==> config.mk <==
export PLATFORM = sky130hd
export DESIGN_NAME = framed_command_byte_parser_top_flat
export DESIGN_NICKNAME = d
export VERILOG_FILES = /design/src/rtl/fcbp_pkg.sv /design/src/rtl/fcbp_in_if.sv /design/src/rtl/fcbp_out_if.sv /design/src/rtl/framed_command_byte_parser_top.sv /design/src/flat_wrapper.sv
export VERILOG_INCLUDE_DIRS = /design/src /design/src/rtl
export SDC_FILE = /design/constraint.sdc
export NUM_CORES = 1
export LEC_CHECK = 0
export BUFFER_PORTS_ARGS = -buffer_cell sky130_fd_sc_hd__buf_4
export CAP_MARGIN = 20
export CORE_MARGIN = 3
export CORE_UTILIZATION = 50
export CTS_BUF_LIST = sky130_fd_sc_hd__clkbuf_4 sky130_fd_sc_hd__clkbuf_8
export DETAILED_ROUTE_END_ITERATION = 10
export GPL_ROUTABILITY_DRIVEN = 0
export PLACE_DENSITY = 0.78
export REMOVE_ABC_BUFFERS = 1
export SLEW_MARGIN = 20
export SYNTH_ARGS = -nofsm -noshare
export SYNTH_HDL_FRONTEND = slang
export SYNTH_SLANG_ARGS = --single-unit
==> constraint.sdc <==
create_clock -name clk -period 5.5 [get_ports clk]
set_input_delay 0.55 -clock clk [delete_from_list [all_inputs] [get_ports clk]]
set_output_delay 0.55 -clock clk [all_outputs]
set_load 0.03 [all_outputs]
==> src/rtl/assert_macros.svh <==
// ----------------------------------------------------------------------------
// assert_macros.svh
// Concurrent assertion macros used by the parser top; empty under synthesis.
// ----------------------------------------------------------------------------
`ifndef ASSERT_MACROS_SVH
`define ASSERT_MACROS_SVH

`ifndef SYNTHESIS

// Property must hold at every rising clock edge outside reset.
`define AST_PROP(lbl, clk, rst_n, prop, msg) \
  lbl: assert property (@(posedge clk) disable iff (!rst_n) prop) else $error(msg);

// Expression must never be true outside reset.
`define AST_NEVER(lbl, clk, rst_n, expr, msg) \
  lbl: assert property (@(posedge clk) disable iff (!rst_n) !(expr)) else $error(msg);

`else

`define AST_PROP(lbl, clk, rst_n, prop, msg)
`define AST_NEVER(lbl, clk, rst_n, expr, msg)

`endif

`endif

==> src/rtl/fcbp_pkg.sv <==
// ----------------------------------------------------------------------------
// fcbp_pkg
// Types, character codes and helpers of the framed command byte parser.
// ----------------------------------------------------------------------------
package fcbp_pkg;

  // Frame framing characters
  localparam logic [7:0] CH_START  = 8'h3C;  // '<'
  localparam logic [7:0] CH_END    = 8'h3E;  // '>'

  // Frame types
  localparam logic [7:0] TYPE_MOVE   = 8'h4D;  // 'M'
  localparam logic [7:0] TYPE_SHOW   = 8'h52;  // 'R'
  localparam logic [7:0] TYPE_REVOLV = 8'h47;  // 'G'

  // Digits
  localparam logic [7:0] CH_ZERO  = 8'h30;  // '0'
  localparam logic [7:0] CH_SEVEN = 8'h37;  // '7'

  // Direction letters
  localparam logic [7:0] CH_F_UP = 8'h46;
  localparam logic [7:0] CH_F_LO = 8'h66;
  localparam logic [7:0] CH_R_UP = 8'h52;
  localparam logic [7:0] CH_R_LO = 8'h72;
  localparam logic [7:0] CH_L_UP = 8'h4C;
  localparam logic [7:0] CH_L_LO = 8'h6C;
  localparam logic [7:0] CH_B_UP = 8'h42;
  localparam logic [7:0] CH_B_LO = 8'h62;
  localparam logic [7:0] CH_O_UP = 8'h4F;
  localparam logic [7:0] CH_O_LO = 8'h6F;

  typedef enum logic [1:0] {
    PH_WAIT_START = 2'd0,
    PH_WAIT_TYPE  = 2'd1,
    PH_PAYLOAD    = 2'd2
  } frame_phase_t;

  typedef enum logic [1:0] {
    SP_WAIT_DIR   = 2'd0,
    SP_WAIT_DIGIT = 2'd1,
    SP_COMPLETE   = 2'd2
  } step_phase_t;

  typedef enum logic [1:0] {
    RK_MOVE    = 2'd0,
    RK_SHOW    = 2'd1,
    RK_REVOLVE = 2'd2
  } report_kind_t;

  typedef enum logic [2:0] {
    DIR_NONE    = 3'd0,
    DIR_FORWARD = 3'd1,
    DIR_RIGHT   = 3'd2,
    DIR_LEFT    = 3'd3,
    DIR_BACK    = 3'd4,
    DIR_OVER    = 3'd5
  } direction_t;

  // Map a direction letter (either case) to its code
  function automatic direction_t dir_code(input logic [7:0] c);
    direction_t d;
    case (c) inside
      CH_F_UP, CH_F_LO: d = DIR_FORWARD;
      CH_R_UP, CH_R_LO: d = DIR_RIGHT;
      CH_L_UP, CH_L_LO: d = DIR_LEFT;
      CH_B_UP, CH_B_LO: d = DIR_BACK;
      CH_O_UP, CH_O_LO: d = DIR_OVER;
      default:          d = DIR_NONE;
    endcase
    return d;
  endfunction

endpackage

==> src/rtl/fcbp_in_if.sv <==
// ----------------------------------------------------------------------------
// fcbp_in_if
// Received-byte channel: valid/ready handshake with byte and store status.
// ----------------------------------------------------------------------------
interface fcbp_in_if;
  logic       valid;
  logic       ready;
  logic [7:0] rx_byte;
  logic       step_store_full;

  modport source (output valid, output rx_byte, output step_store_full, input ready);
  modport sink   (input valid, input rx_byte, input step_store_full, output ready);
endinterface

==> src/rtl/fcbp_out_if.sv <==
// ----------------------------------------------------------------------------
// fcbp_out_if
// Report channel: valid/ready handshake with one parsed report.
// ----------------------------------------------------------------------------
interface fcbp_out_if;
  logic       valid;
  logic       ready;
  logic [1:0] report_kind;
  logic [2:0] direction;
  logic [7:0] step_count;
  logic [7:0] payload_value;

  modport source (output valid, output report_kind, output direction,
                  output step_count, output payload_value, input ready);
  modport sink   (input valid, input report_kind, input direction,
                  input step_count, input payload_value, output ready);
endinterface

==> src/rtl/framed_command_byte_parser_top.sv <==
// ----------------------------------------------------------------------------
// framed_command_byte_parser_top
// Parses '<' type payload '>' frames from a byte stream into move, show and
// revolve reports.
//
// Usage:
//   in_ch  : one received byte per transaction, with the current status of
//            the external step store (step_store_full).
//   out_ch : one report per transaction; a frame yields at most one report,
//            issued when its closing '>' is processed.
//   Report path: the '>' byte lands in the input register, and the parse
//            stage then loads the report register that drives out_ch.
//   Throughput: one byte per cycle while out_ch accepts reports; set by the
//            single parse stage that updates the frame and step state in one pass.
//   Reset (rst_n low, synchronous): frame and step state return to idle,
//            both pipeline registers empty; payload byte holders keep junk
//            until written by a frame.
//   Stall: while a report waits on out_ch, the parse stage holds; the input
//            register takes one more byte if it is empty, then in_ch.ready drops.
// ----------------------------------------------------------------------------
module framed_command_byte_parser_top #(
  parameter int PAYLOAD_BYTES = 32
) (
  input  logic         clk,
  input  logic         rst_n,
  fcbp_in_if.sink      in_ch,
  fcbp_out_if.source   out_ch
);
  import fcbp_pkg::*;

  `include "assert_macros.svh"

  localparam int CNT_W = $clog2(PAYLOAD_BYTES);
  localparam logic [CNT_W-1:0] CNT_LIMIT = CNT_W'(PAYLOAD_BYTES - 1);
  localparam logic [CNT_W-1:0] CNT_ONE   = CNT_W'(1);
  localparam logic [CNT_W-1:0] CNT_TWO   = CNT_W'(2);

  // Input register
  logic       in_v_r;
  logic [7:0] in_byte_r;
  logic       in_full_r;

  // Frame and step state
  frame_phase_t     frame_phase_r, frame_phase_nxt;
  logic [7:0]       frame_type_r, frame_type_nxt;
  logic [CNT_W-1:0] payload_count_r, payload_count_nxt;
  logic [7:0]       first_payload_r, first_payload_nxt;
  logic [7:0]       second_payload_r, second_payload_nxt;
  logic [7:0]       last_payload_r, last_payload_nxt;
  direction_t       pend_dir_r, pend_dir_nxt;
  logic [7:0]       pend_steps_r, pend_steps_nxt;
  step_phase_t      step_phase_r, step_phase_nxt;

  // Report register
  logic         out_valid_r;
  report_kind_t out_kind_r, out_kind_nxt;
  direction_t   out_dir_r, out_dir_nxt;
  logic [7:0]   out_steps_r, out_steps_nxt;
  logic [7:0]   out_value_r, out_value_nxt;
  logic         out_load;

  logic       advance;   // parse stage may consume the input register
  logic       in_fire;
  logic       do_parse;
  direction_t first_dir;

  // Advance whenever the report register is empty or being drained
  assign advance  = !out_valid_r || out_ch.ready;
  assign in_ch.ready = !in_v_r || advance;
  assign in_fire  = in_ch.valid && in_ch.ready;
  assign do_parse = in_v_r && advance;
  assign first_dir = dir_code(first_payload_r);

  // --------------------------------------------------------------------------
  // Input register: hold the byte until the parse stage takes it
  // --------------------------------------------------------------------------
  always_ff @(posedge clk) begin
    if (!rst_n) begin
      in_v_r <= 1'b0;
    end else if (in_fire) begin
      in_v_r <= 1'b1;
    end else if (advance) begin
      in_v_r <= 1'b0;
    end
  end

  always_ff @(posedge clk) begin
    if (in_fire) begin
      in_byte_r <= in_ch.rx_byte;
      in_full_r <= in_ch.step_store_full;
    end
  end

  // --------------------------------------------------------------------------
  // Parse stage: frame state machine plus step accumulation
  // --------------------------------------------------------------------------
  always_comb begin
    frame_phase_nxt    = frame_phase_r;
    frame_type_nxt     = frame_type_r;
    payload_count_nxt  = payload_count_r;
    first_payload_nxt  = first_payload_r;
    second_payload_nxt = second_payload_r;
    last_payload_nxt   = last_payload_r;
    pend_dir_nxt       = pend_dir_r;
    pend_steps_nxt     = pend_steps_r;
    step_phase_nxt     = step_phase_r;
    out_load           = 1'b0;
    out_kind_nxt       = RK_MOVE;
    out_dir_nxt        = DIR_NONE;
    out_steps_nxt      = 8'd0;
    out_value_nxt      = 8'd0;

    if (do_parse) begin
      unique case (frame_phase_r)
        PH_WAIT_TYPE: begin
          // Any byte is the type, framing characters included
          frame_type_nxt    = in_byte_r;
          frame_phase_nxt   = PH_PAYLOAD;
          payload_count_nxt = '0;
        end
        PH_PAYLOAD: begin
          if (in_byte_r != CH_END) begin
            if (payload_count_r < CNT_LIMIT) begin
              if (payload_count_r == '0) begin
                first_payload_nxt = in_byte_r;
              end else if (payload_count_r == CNT_ONE) begin
                second_payload_nxt = in_byte_r;
              end
              last_payload_nxt  = in_byte_r;
              payload_count_nxt = payload_count_r + CNT_ONE;
            end else begin
              // Overflow: drop the frame
              frame_phase_nxt   = PH_WAIT_START;
              payload_count_nxt = '0;
              frame_type_nxt    = 8'd0;
            end
          end else begin
            if (frame_type_r == TYPE_MOVE) begin
              if (payload_count_r == CNT_TWO) begin
                // Direction and digit together: overwrite both halves
                pend_dir_nxt   = first_dir;
                pend_steps_nxt = second_payload_r - CH_ZERO;
                if (pend_dir_nxt != DIR_NONE && pend_steps_nxt != 8'd0) begin
                  step_phase_nxt = SP_COMPLETE;
                end
              end else if (payload_count_r == CNT_ONE) begin
                // Single half: accumulate with what is pending
                if (first_dir != DIR_NONE) begin
                  pend_dir_nxt   = first_dir;
                  step_phase_nxt = SP_WAIT_DIGIT;
                end else if (first_payload_r >= CH_ZERO && first_payload_r <= CH_SEVEN) begin
                  pend_steps_nxt = first_payload_r - CH_ZERO;
                  if (pend_dir_r != DIR_NONE) begin
                    step_phase_nxt = SP_COMPLETE;
                  end
                end
                if (pend_dir_nxt != DIR_NONE && pend_steps_nxt != 8'd0) begin
                  step_phase_nxt = SP_COMPLETE;
                end
              end
              // Push a complete step only while the store has room
              if (step_phase_nxt == SP_COMPLETE && !in_full_r) begin
                out_load       = 1'b1;
                out_kind_nxt   = RK_MOVE;
                out_dir_nxt    = pend_dir_nxt;
                out_steps_nxt  = pend_steps_nxt;
                pend_dir_nxt   = DIR_NONE;
                pend_steps_nxt = 8'd0;
                step_phase_nxt = SP_WAIT_DIR;
              end
            end else if (frame_type_r == TYPE_SHOW) begin
              if (payload_count_r != '0) begin
                out_load      = 1'b1;
                out_kind_nxt  = RK_SHOW;
                out_value_nxt = last_payload_r;
              end
            end else if (frame_type_r == TYPE_REVOLV) begin
              if (payload_count_r != '0) begin
                out_load      = 1'b1;
                out_kind_nxt  = RK_REVOLVE;
                out_value_nxt = last_payload_r - CH_ZERO;
              end
            end
            // Close the frame
            frame_phase_nxt   = PH_WAIT_START;
            payload_count_nxt = '0;
            frame_type_nxt    = 8'd0;
          end
        end
        default: begin
          // Wait for the start marker
          if (in_byte_r == CH_START) begin
            frame_phase_nxt   = PH_WAIT_TYPE;
            payload_count_nxt = '0;
            frame_type_nxt    = 8'd0;
          end
        end
      endcase
    end
  end

  always_ff @(posedge clk) begin
    if (!rst_n) begin
      frame_phase_r   <= PH_WAIT_START;
      frame_type_r    <= 8'd0;
      payload_count_r <= '0;
      pend_dir_r      <= DIR_NONE;
      pend_steps_r    <= 8'd0;
      step_phase_r    <= SP_WAIT_DIR;
    end else begin
      frame_phase_r   <= frame_phase_nxt;
      frame_type_r    <= frame_type_nxt;
      payload_count_r <= payload_count_nxt;
      pend_dir_r      <= pend_dir_nxt;
      pend_steps_r    <= pend_steps_nxt;
      step_phase_r    <= step_phase_nxt;
    end
  end

  // Payload byte holders: read only after being written in the same frame
  always_ff @(posedge clk) begin
    first_payload_r  <= first_payload_nxt;
    second_payload_r <= second_payload_nxt;
    last_payload_r   <= last_payload_nxt;
  end

  // --------------------------------------------------------------------------
  // Report register: load on a report, drop once the sink takes it
  // --------------------------------------------------------------------------
  always_ff @(posedge clk) begin
    if (!rst_n) begin
      out_valid_r <= 1'b0;
    end else if (out_load) begin
      out_valid_r <= 1'b1;
    end else if (out_ch.ready) begin
      out_valid_r <= 1'b0;
    end
  end

  always_ff @(posedge clk) begin
    if (out_load) begin
      out_kind_r  <= out_kind_nxt;
      out_dir_r   <= out_dir_nxt;
      out_steps_r <= out_steps_nxt;
      out_value_r <= out_value_nxt;
    end
  end

  assign out_ch.valid         = out_valid_r;
  assign out_ch.report_kind   = out_kind_r;
  assign out_ch.direction     = out_dir_r;
  assign out_ch.step_count    = out_steps_r;
  assign out_ch.payload_value = out_value_r;

  // --------------------------------------------------------------------------
  // Assertions
  // --------------------------------------------------------------------------
  `AST_NEVER(a_count_range, clk, rst_n, payload_count_r > CNT_LIMIT,
             "payload count beyond limit")
  `AST_PROP(a_load_on_end, clk, rst_n,
            out_load |-> (in_byte_r == CH_END && frame_phase_r == PH_PAYLOAD),
            "report loaded without a closing marker")
  `AST_PROP(a_move_clears, clk, rst_n,
            (out_load && out_kind_nxt == RK_MOVE) |=>
              (step_phase_r == SP_WAIT_DIR && pend_dir_r == DIR_NONE),
            "pending step not cleared after push")
  `AST_PROP(a_report_fields, clk, rst_n,
            (out_valid_r && out_kind_r != RK_MOVE) |->
              (out_dir_r == DIR_NONE && out_steps_r == 8'd0),
            "show or revolve report carries step fields")
  `AST_PROP(a_ready_stall, clk, rst_n,
            !in_ch.ready |-> (in_v_r && out_valid_r && !out_ch.ready),
            "input stalled without a held report")

endmodule
==> src/flat_wrapper.sv <==
// flat-port wrapper written by rule: the top's interface ports become plain ports
module framed_command_byte_parser_top_flat import fcbp_pkg::*;
#(
  parameter int PAYLOAD_BYTES = 32
)
  (clk, rst_n, in_ch_valid, in_ch_rx_byte, in_ch_step_store_full, in_ch_ready, out_ch_valid, out_ch_report_kind, out_ch_direction, out_ch_step_count, out_ch_payload_value, out_ch_ready);
  fcbp_in_if in_ch_i ();
  fcbp_out_if out_ch_i ();
  input  logic clk;
  input  logic rst_n;
  input wire logic [$bits(in_ch_i.valid)-1:0] in_ch_valid;
  input wire logic [$bits(in_ch_i.rx_byte)-1:0] in_ch_rx_byte;
  input wire logic [$bits(in_ch_i.step_store_full)-1:0] in_ch_step_store_full;
  output wire logic [$bits(in_ch_i.ready)-1:0] in_ch_ready;
  output wire logic [$bits(out_ch_i.valid)-1:0] out_ch_valid;
  output wire logic [$bits(out_ch_i.report_kind)-1:0] out_ch_report_kind;
  output wire logic [$bits(out_ch_i.direction)-1:0] out_ch_direction;
  output wire logic [$bits(out_ch_i.step_count)-1:0] out_ch_step_count;
  output wire logic [$bits(out_ch_i.payload_value)-1:0] out_ch_payload_value;
  input wire logic [$bits(out_ch_i.ready)-1:0] out_ch_ready;
  assign in_ch_i.valid = in_ch_valid;
  assign in_ch_i.rx_byte = in_ch_rx_byte;
  assign in_ch_i.step_store_full = in_ch_step_store_full;
  assign in_ch_ready = in_ch_i.ready;
  assign out_ch_valid = out_ch_i.valid;
  assign out_ch_report_kind = out_ch_i.report_kind;
  assign out_ch_direction = out_ch_i.direction;
  assign out_ch_step_count = out_ch_i.step_count;
  assign out_ch_payload_value = out_ch_i.payload_value;
  assign out_ch_i.ready = out_ch_ready;
  framed_command_byte_parser_top #(.PAYLOAD_BYTES(PAYLOAD_BYTES)) u_core (.clk(clk), .rst_n(rst_n), .in_ch(in_ch_i), .out_ch(out_ch_i));
endmodule
; ---- Word level (Yosys, flattened, before mapping)
; Index checks and enable logic that the tools add are counted.
[totals]
register_bits = 84
in_bits = 13
[classes]
n_addsub = 4
magnitude_cmp = 3
n_eq_ne = 21
muxes = 70
bitwise = 6
n_reduce_logical = 34
[op_table]
columns = op, count
row1 = 2-to-1 mux 8 bit, 18
row2 = "equality test 8 x 7 -> 1 bit, second input constant", 13
row3 = 2-to-1 mux 3 bit, 15
row4 = 2-to-1 mux 2 bit, 18
row5 = "subtractor 8 x 6 -> 8 bit, second input constant", 3
row6 = one-hot mux 8 bit (2 select lines), 1
row7 = nonzero test 8 bit, 2
row8 = 2-to-1 mux 5 bit, 3
row9 = 2-to-1 mux 1 bit, 13
row10 = nonzero test 3 bit, 4
row11 = one-hot mux 5 bit (2 select lines), 1
row12 = OR reduction 2 bit, 5
row13 = "equality test 8 x 6 -> 1 bit, second input constant", 1
row14 = ">= comparator 8 x 6 -> 1 bit, second input constant", 1
row15 = "<= comparator 8 x 6 -> 1 bit, second input constant", 1
row16 = "!= test 8 x 6 -> 1 bit, second input constant", 1
row17 = AND reduction 4 bit, 2
row18 = logical AND 1 bit, 6
row19 = inverter 1 bit, 6
row20 = AND reduction 6 bit, 1
row21 = "adder 5 x 1 -> 5 bit, second input constant", 1
row22 = "equality test 5 x 1 -> 1 bit, second input constant", 1
row23 = "equality test 5 x 2 -> 1 bit, second input constant", 1
row24 = logical NOT 5 bit, 1
row25 = other kinds (14), 19

; ---- Longest topological paths before layout
; Gate-level depths: netlist (run 1).
[logic_depth]
ltp_word = 32
mapped_depth = 11

; ---- Worst setup path after synthesis (run 1)
; No wires, ideal clock.
[synth_timing]
path_kind = reg2reg
from = register u_core.first_payload_r[0]
to = register u_core.out_dir_r[0] (netlist: u_core.out_ch.direction[0]), enable pin
setup_ns = 0.378
t_arrival_ns = 2.430
path_slack_ns = 2.692
path_stages_with_launch = 9
n_path_buf = 1
cell_sequence = edfxtp_1 buf_4 or4b_4 nor3_2 or3_4 a21boi_2 a2bb2oi_2 nor3_1 or2_1
[synth_via]
elab_chain_len = 31
[synth_rtl]
columns = element, line
row1 = start: declaration, framed_command_byte_parser_top.sv:47  ; logic [7:0] first_payload_r, first_payload_nxt;
row2 = start signal: assignment, framed_command_byte_parser_top.sv:222  ; first_payload_r <= first_payload_nxt;
row3 = equality test 8 x 7 -> 1 bit, framed_command_byte_parser_top.sv:72  ; assign first_dir = dir_code(first_payload_r);
row4 = OR reduction 2 bit, fcbp_pkg.sv:62  ; case (c) inside
row5 = 2-to-1 mux 3 bit (5 in series), fcbp_pkg.sv:62
row6 = nonzero test 3 bit, "framed_command_byte_parser_top.sv:143, framed_command_byte_parser_top.sv:148"
row7 = 2-to-1 mux 8 bit or 2-to-1 mux 3 bit (tied branches), framed_command_byte_parser_top.sv:148  ; if (first_dir != DIR_NONE) begin
row8 = 2-to-1 mux 8 bit or 2-to-1 mux 3 bit (tied branches), framed_command_byte_parser_top.sv:146  ; end else if (payload_count_r == CNT_ONE) begin
row9 = 2-to-1 mux 8 bit or 2-to-1 mux 3 bit (tied branches), framed_command_byte_parser_top.sv:139  ; if (payload_count_r == CNT_TWO) begin
row10 = 2-to-1 mux 8 bit or 2-to-1 mux 3 bit (tied branches), framed_command_byte_parser_top.sv:138  ; if (frame_type_r == TYPE_MOVE) begin
row11 = [... 12 more ...], -
row12 = equality test 2 bit *, framed_command_byte_parser_top.sv:162  ; if (step_phase_nxt == SP_COMPLETE && !in_full_r) begin
row13 = logical AND 1 bit *, framed_command_byte_parser_top.sv:162
row14 = 2-to-1 mux 1 bit *, framed_command_byte_parser_top.sv:162
row15 = 2-to-1 mux 1 bit *, framed_command_byte_parser_top.sv:138
row16 = 2-to-1 mux 1 bit *, framed_command_byte_parser_top.sv:122  ; if (in_byte_r != CH_END) begin
row17 = 2-to-1 mux 1 bit *, framed_command_byte_parser_top.sv:114  ; unique case (frame_phase_r)
row18 = 2-to-1 mux 1 bit *, framed_command_byte_parser_top.sv:113  ; if (do_parse) begin
row19 = named net u_core.out_load, framed_command_byte_parser_top.sv:60  ; logic out_load;
row20 = end signal: assignment, framed_command_byte_parser_top.sv:243  ; out_dir_r <= out_dir_nxt;
row21 = end: declaration, framed_command_byte_parser_top.sv:57  ; direction_t out_dir_r, out_dir_nxt;
; The timed path passes the listed nets; every way through them passes the cells marked *. The select of a mux whose other input is x is not followed.
; A chain may end at the register's enable or synchronous reset.

; ---- Worst setup path after layout (run 1)
[layout_timing]
from = register u_core.in_byte_r[7]
to = register u_core.out_value_r[5] (netlist: u_core.out_ch.payload_value[5]), enable pin
[layout_via]
elab_chain_len = 4
[layout_rtl]
columns = element, line
row1 = start: declaration, framed_command_byte_parser_top.sv:40  ; logic [7:0] in_byte_r;
row2 = start signal: assignment, framed_command_byte_parser_top.sv:89  ; in_byte_r <= in_ch.rx_byte;
row3 = != test 8 x 6 -> 1 bit, framed_command_byte_parser_top.sv:122
row4 = 2-to-1 mux 1 bit, framed_command_byte_parser_top.sv:122
row5 = 2-to-1 mux 1 bit, framed_command_byte_parser_top.sv:114
row6 = 2-to-1 mux 1 bit, framed_command_byte_parser_top.sv:113
row7 = named net u_core.out_load, framed_command_byte_parser_top.sv:60
row8 = end signal: assignment, framed_command_byte_parser_top.sv:245  ; out_value_r <= out_value_nxt;
row9 = end: declaration, framed_command_byte_parser_top.sv:59  ; logic [7:0] out_value_r, out_value_nxt;
; The timed path passes the listed nets, and every way through them passes these cells.

==> results_dict.tcl, run 1 <==
set metrics [dict create \
    outcome "complete, no violations" \
    fmax_mhz 297.9 \
    cts_tree "done" \
    synth-seq-cells 84 \
    firstDrtPassIters 4 \
    rsz0062_at_grt "no" \
    antenna_left 0 \
    synth_area_mm2 0.003871 \
    mostFrequentLayoutCell "edfxtp_1" \
    nets 401 \
    crit_path_top_delay_cell "or2_1" \
    endpoint_kind "flip-flop" \
    syn_avg_cell_area_um2 11.45 \
    tightest_slew_ps 1050 \
    power_density_mw_per_mm2 268.1 \
    diodes 0 \
    grt_pass1_wl_um 13010 \
    final_cells 478 \
    cp.arrival_ps 3340 \
    period_share_pct 61.03 \
    core_mm2 0.007370 \
    hold_viol_final 0 \
    crit_path_max_incr_delay_ps 760 \
    viasPerCell 5.785 \
    worstPathCellList "nor4bb_1 -> nand4_1 -> nor2_1 -> nand2_1 -> nor3_1 -> or2_1" \
    track_usage_pct 19.50 \
    antenna_found_initial 0 \
    post_cts_resized 0 \
    synth_ff_type "edfxtp_1" \
    start_util_pct 52.53 \
    vias 2765 \
    most-common-layout-cells "edfxtp_1 (54), nor2_1 (37), buf_4 (36)" \
    clock_latency_ps 360 \
    synth.distinct_cells 54 \
    peakVddDrop_v 0.0001910 \
    cts-htree-levels 3 \
    layout-drive-gt1-share_pct 16.89 \
    portBuffers 35 \
    initialDrtViolationCount 163 \
    post-cts-setup-buffers 0 \
    cp_max_fo 21 \
    ctsRootBufferMaster "clkbuf_8" \
    fin_crit_ps 3356 \
    synthCells 338 \
    dieArea_mm2 0.008834 \
    slew_viol_final 0 \
    die_x_um 93.99 \
    synth_enable_flop_cells 54 \
    hold_buffers 0 \
    setup_tns_ps 0 \
    fp.dieH_um 93.99 \
    cts_buffer_depth 2 \
    start_kind "flip-flop" \
    drc_errors 0 \
    synth_top_cell_by_area "edfxtp_1" \
    grt_pass1_vias 2691 \
    fin_skew_ps 4.896 \
    min-delay-path-class "primary input to flip-flop" \
    clkTransAtPathRegs_ps 80 \
    hpwl_um 6040 \
    area_growth_pct 14.77 \
    crit_type "flip-flop to flip-flop" \
    drv_cap 0 \
    cp_data_required_time_ps 5490 \
    finalSetupViolations 0 \
    ys_warn_count 0 \
    p_leak_uw 0.001502 \
    wl_per_cell_um 17.18 \
    overflow 0 \
    num_io_pins 36 \
    dpl.cell_count 462 \
    slew_headroom_pct 29.46 \
    std_cell_rows 31 \
    cts_buffers 9 \
    totalWireLength_um 8210 \
    synth_top_area_share_pct 41.89 \
    cp_top_family "simple AND/OR/NAND/NOR gates" \
    ys_seq_area_share_pct 57.40 \
    clock-sinks 84 \
    path_buf_inv 0 \
    synthArstFlopShare_pct 0 \
    synthTopCellsByArea "edfxtp_1 (42%), dfxtp_1 (16%), ha_1 (4.5%)" \
    grt_max_degree 22 \
]
-- path summary, 6_finish.rpt --
check	depth (start not counted)	slack (ps)	endpoint	start
min	1	360	u_core.in_byte_r[2]	in_ch_rx_byte[2]
max	6	2140	u_core.out_ch.payload_value[5]	u_core.in_byte_r[7]
max reg2reg	6	2140	u_core.out_ch.payload_value[5]	u_core.in_byte_r[7]
min reg2reg	1	490	u_core.frame_type_r[6]	u_core.frame_type_r[6]
-- power breakdown --
group	internal (µW)	switching [µW]	total [µW]
sequential	675	9.61	684
clock	268	222	490
combinational	7.72	9.40	17.1
total	951	241	1190
-- cell type report --
class / count / area, µm²
inverters: 9 / 33.78
clock inverters: 5 / 85.08
repair buffers: 36 / 270.3
multi-input cells: 234 / 1569
flip-flops and latches: 84 / 2222
fillers: 614 / 2927
well taps: 99 / 123.9
clock buffers: 11 / 138.9
-- synth_stat cells (all sizes together) (4+ instances only) --
cell,number
a211oi,8
edfxtp,54
nand2b,4
clkbuf,6
or4b,4
nand2,24
mux2i,7
a31oi,5
inv,9
ha,14
a32o,5
o21ai,7
nand4,5
and2,15
dfxtp,30
nor3,14
a21oi,18
nor2,37
nand3,12
nor4,7
a22o,9
xor2,5
buf,5
-- through the flow --
step | total power [µW] | instance area (µm²) | hold WS, ps | utilization [%] | setup slack (ps)
2_1_floorplan | 700.6 | 3819 | 440.9 | - | 2692
3_3_place_gp | 715.3 | 4219 | 464.8 | 57.25 | 2365
3_5_place_dp | 715.8 | 4219 | 469.5 | 57.25 | 2159
4_1_cts | 1195 | 4443 | 355.7 | 60.29 | 2120
5_1_grt | 1222 | 4443 | 350.4 | 60.29 | 1875
6_report | 1191 | 4443 | 360.9 | 60.29 | 2144
-- per-layer routing --
| layer | vias up | routed length, µm | track usage (%) | share of wire (%) |
|---|---|---|---|---|
| li1 | 1335 | - | - | - |
| met1 | 1309 | 3497 | 24.08 | 43 |
| met2 | 97 | 4053 | 31.52 | 49 |
| met3 | 24 | 466 | 4.968 | 5.7 |
| met4 | 0 | 192 | 9.988 | 2.3 |
| met5 | - | 0 | 0 | 0 |
-- sequential cells by signal, indices dropped and copies added (netlist names) --
name	flops
u_core.in_byte_r	8
u_core.pend_dir_r	3
u_core.out_ch.report_kind	2
u_core.out_ch.payload_value	8
u_core.frame_phase_r	2
u_core.frame_type_r	8
u_core.out_ch.direction	3
u_core.payload_count_r	5
u_core.last_payload_r	8
u_core.in_full_r	1
u_core.pend_steps_r	8
u_core.out_ch.step_count	8
u_core.out_ch.valid	1
u_core.second_payload_r	8
u_core.first_payload_r	8
u_core.step_phase_r	2
u_core.in_v_r	1
-- logic make-up (layout without fill, tap and decap cells) --
family | after synthesis | after routing | share of synthesized area, %
DFF | 84 | 84 | 57.40
adders and majority gates | 14 | 14 | 4.525
buffers and inverters | 20 | 61 | 2.230
xor gates and xnor gates | 7 | 7 | 1.584
muxes | 8 | 8 | 2.101
and+or+nand+nor | 138 | 138 | 19.23
AOI/OAI and AO/OA | 67 | 67 | 12.93
Note: power is estimated with default switching activity, not from simulation.
==> run 2, diff against run 1 <==
==> constraint.sdc (replaced) <==
create_clock -name clk -period 3.43 [get_ports clk]
set_input_delay 0.343 -clock clk [delete_from_list [all_inputs] [get_ports clk]]
set_output_delay 0.343 -clock clk [all_outputs]
set_load 0.03 [all_outputs]
==> run 2 against run 1 <==
Effect of this change:
- clock skew up 2.7 ps
- cell count is 1.0% higher
- fmax is 14% higher
- utilization decreased by 0.10 points
- non-clock buffer count grew 5
- sequential share of layout area is 0.085 points higher
- sequential power increased by 61%
- sequential cell count is the same
- power up 49%
- die area did not move
- critical path type unchanged
==> results_dict.tcl, run 2 (synthesis results as in run 1) <==
set metrics [dict create \
    cp_max_fo 21 \
    layout-drive-gt1-share_pct 17.71 \
    overflow 0 \
    design_area_mm2 0.004436 \
    diodes 0 \
    hold_buffers 0 \
    grt_pass1_wl_um 12880 \
    totalWireLength_um 7980 \
    mostFrequentLayoutCell "edfxtp_1" \
    drc_errors 0 \
    clkTransAtPathRegs_ps 80 \
    path_buf_inv 2 \
    peakVddDrop_v 0.0002997 \
    fin_skew_ps 7.591 \
    cp_top_family "simple AND/OR/NAND/NOR gates" \
    outcome "complete, no violations" \
    antenna_found_initial 0 \
    hpwl_um 5944 \
    vias 2793 \
    ctsRootBufferMaster "clkbuf_8" \
    hold_viol_final 0 \
    period_share_pct 85.50 \
    start_kind "flip-flop" \
    slew_viol_final 0 \
    power_density_mw_per_mm2 400.6 \
    clock_latency_ps 360 \
    crit_type "flip-flop to flip-flop" \
    firstDrtPassIters 5 \
    dieArea_mm2 0.008834 \
    area_growth_pct 14.58 \
    clock-sinks 84 \
    most-common-layout-cells "edfxtp_1 (54), buf_4 (41), nor2_1 (37)" \
    crit_path_top_delay_cell "edfxtp_1" \
    dpl_cell_area_mm2 0.004250 \
    cts_buffer_depth 2 \
    worstPathCellList "inv_1 -> ha_1 -> nor2_1 -> nor3_2 -> nor3_1 -> a31oi_4 -> nor3_2 -> nor3_1 -> or2_1 -> buf_4" \
    cts_buffers 9 \
    cts_tree "done" \
    initialDrtViolationCount 221 \
    grt_max_degree 22 \
    post_cts_resized 0 \
    crit_path_max_incr_delay_ps 460 \
    rsz0062_at_grt "no" \
    fp.dieH_um 93.99 \
    die_x_um 93.99 \
    start_util_pct 52.53 \
    endpoint_kind "flip-flop" \
    drv_cap 0 \
    portBuffers 35 \
    num_io_pins 36 \
    tightest_slew_ps 765.3 \
    nets 406 \
    viasPerCell 5.783 \
    grt_pass1_vias 2647 \
    antenna_left 0 \
    core_mm2 0.007370 \
    cp.arrival_ps 3030 \
    slew_headroom_pct 48.59 \
    finalSetupViolations 0 \
    fin_crit_ps 2933 \
    track_usage_pct 19.05 \
    std_cell_rows 31 \
    cts-htree-levels 3 \
    min-delay-path-class "primary input to flip-flop" \
    cp_data_required_time_ps 3530 \
    setup_tns_ps 0 \
    p_leak_uw 0.001509 \
    fmax_mhz 341.0 \
    wl_per_cell_um 16.52 \
    post-cts-setup-buffers 0 \
]
-- run 2: cell types whose count changed in the layout (fill, tap and decap cells not counted) --
cell	previous run	this run
buf_4	36	41
bufinv_16	2	0
clkbuf_4	2	0
clkbuf_8	9	10
clkinv_2	0	1
clkinv_4	1	2
inv_6	1	2
nor4_1	6	7
nor4_2	1	0
-- run 2: through the flow --
step           utilization, %  hold slack (ps)  instances  total power, µW  setup slack [ps]
2_1_floorplan               -            440.9        327             1123             622.1
3_3_place_gp            57.67            467.7        467             1147             684.9
3_5_place_dp            57.67            465.2        467             1148             540.2
4_1_cts                 60.19            149.3        483             1786             524.2
5_1_grt                 60.19            130.3        483             1844             343.9
6_report                60.19            157.7        483             1777             497.5
-- run 2: where the power goes --
group | internal, µW | leakage, µW | total [µW] | switching, µW
Sequential | 1080 | 0.000690 | 1100 | 15.8
Clock | 289 | 0.0000933 | 651 | 363
Combinational | 12.4 | 0.000726 | 27.7 | 15.4
-- run 2: path summary, 6_finish.rpt --
path	from	endpoint	slack, ps	depth (start not counted)
worst min register to register	u_core.pend_steps_r[6]	u_core.pend_steps_r[6]	490	2
worst min-delay path	in_ch_rx_byte[6]	u_core.in_byte_r[6]	160	1
worst max register to register	u_core.first_payload_r[4]	u_core.out_ch.payload_value[4]	500	10
worst max-delay path	u_core.first_payload_r[4]	u_core.out_ch.payload_value[4]	500	10
-- run 2: area by class of cell --
type                    instances  area, µm²
flip-flops and latches         84       2222
inverters                       9      33.78
well taps                      99      123.9
clock inverters                 6      47.55
repair buffers                 41      307.8
clock buffers                  10      137.6
multi-input cells             234       1563
fillers                       613       2934
-- run 2: per-layer routing --
metal | wire [µm] | vias up | global-route usage (%)
met2 | 3828 | 120 | 30.16
met4 | 134 | 0 | 6.859
met1 | 3419 | 1317 | 25.14
met3 | 598 | 17 | 5.208
met5 | 0 | - | 0
li1 | - | 1339 | -
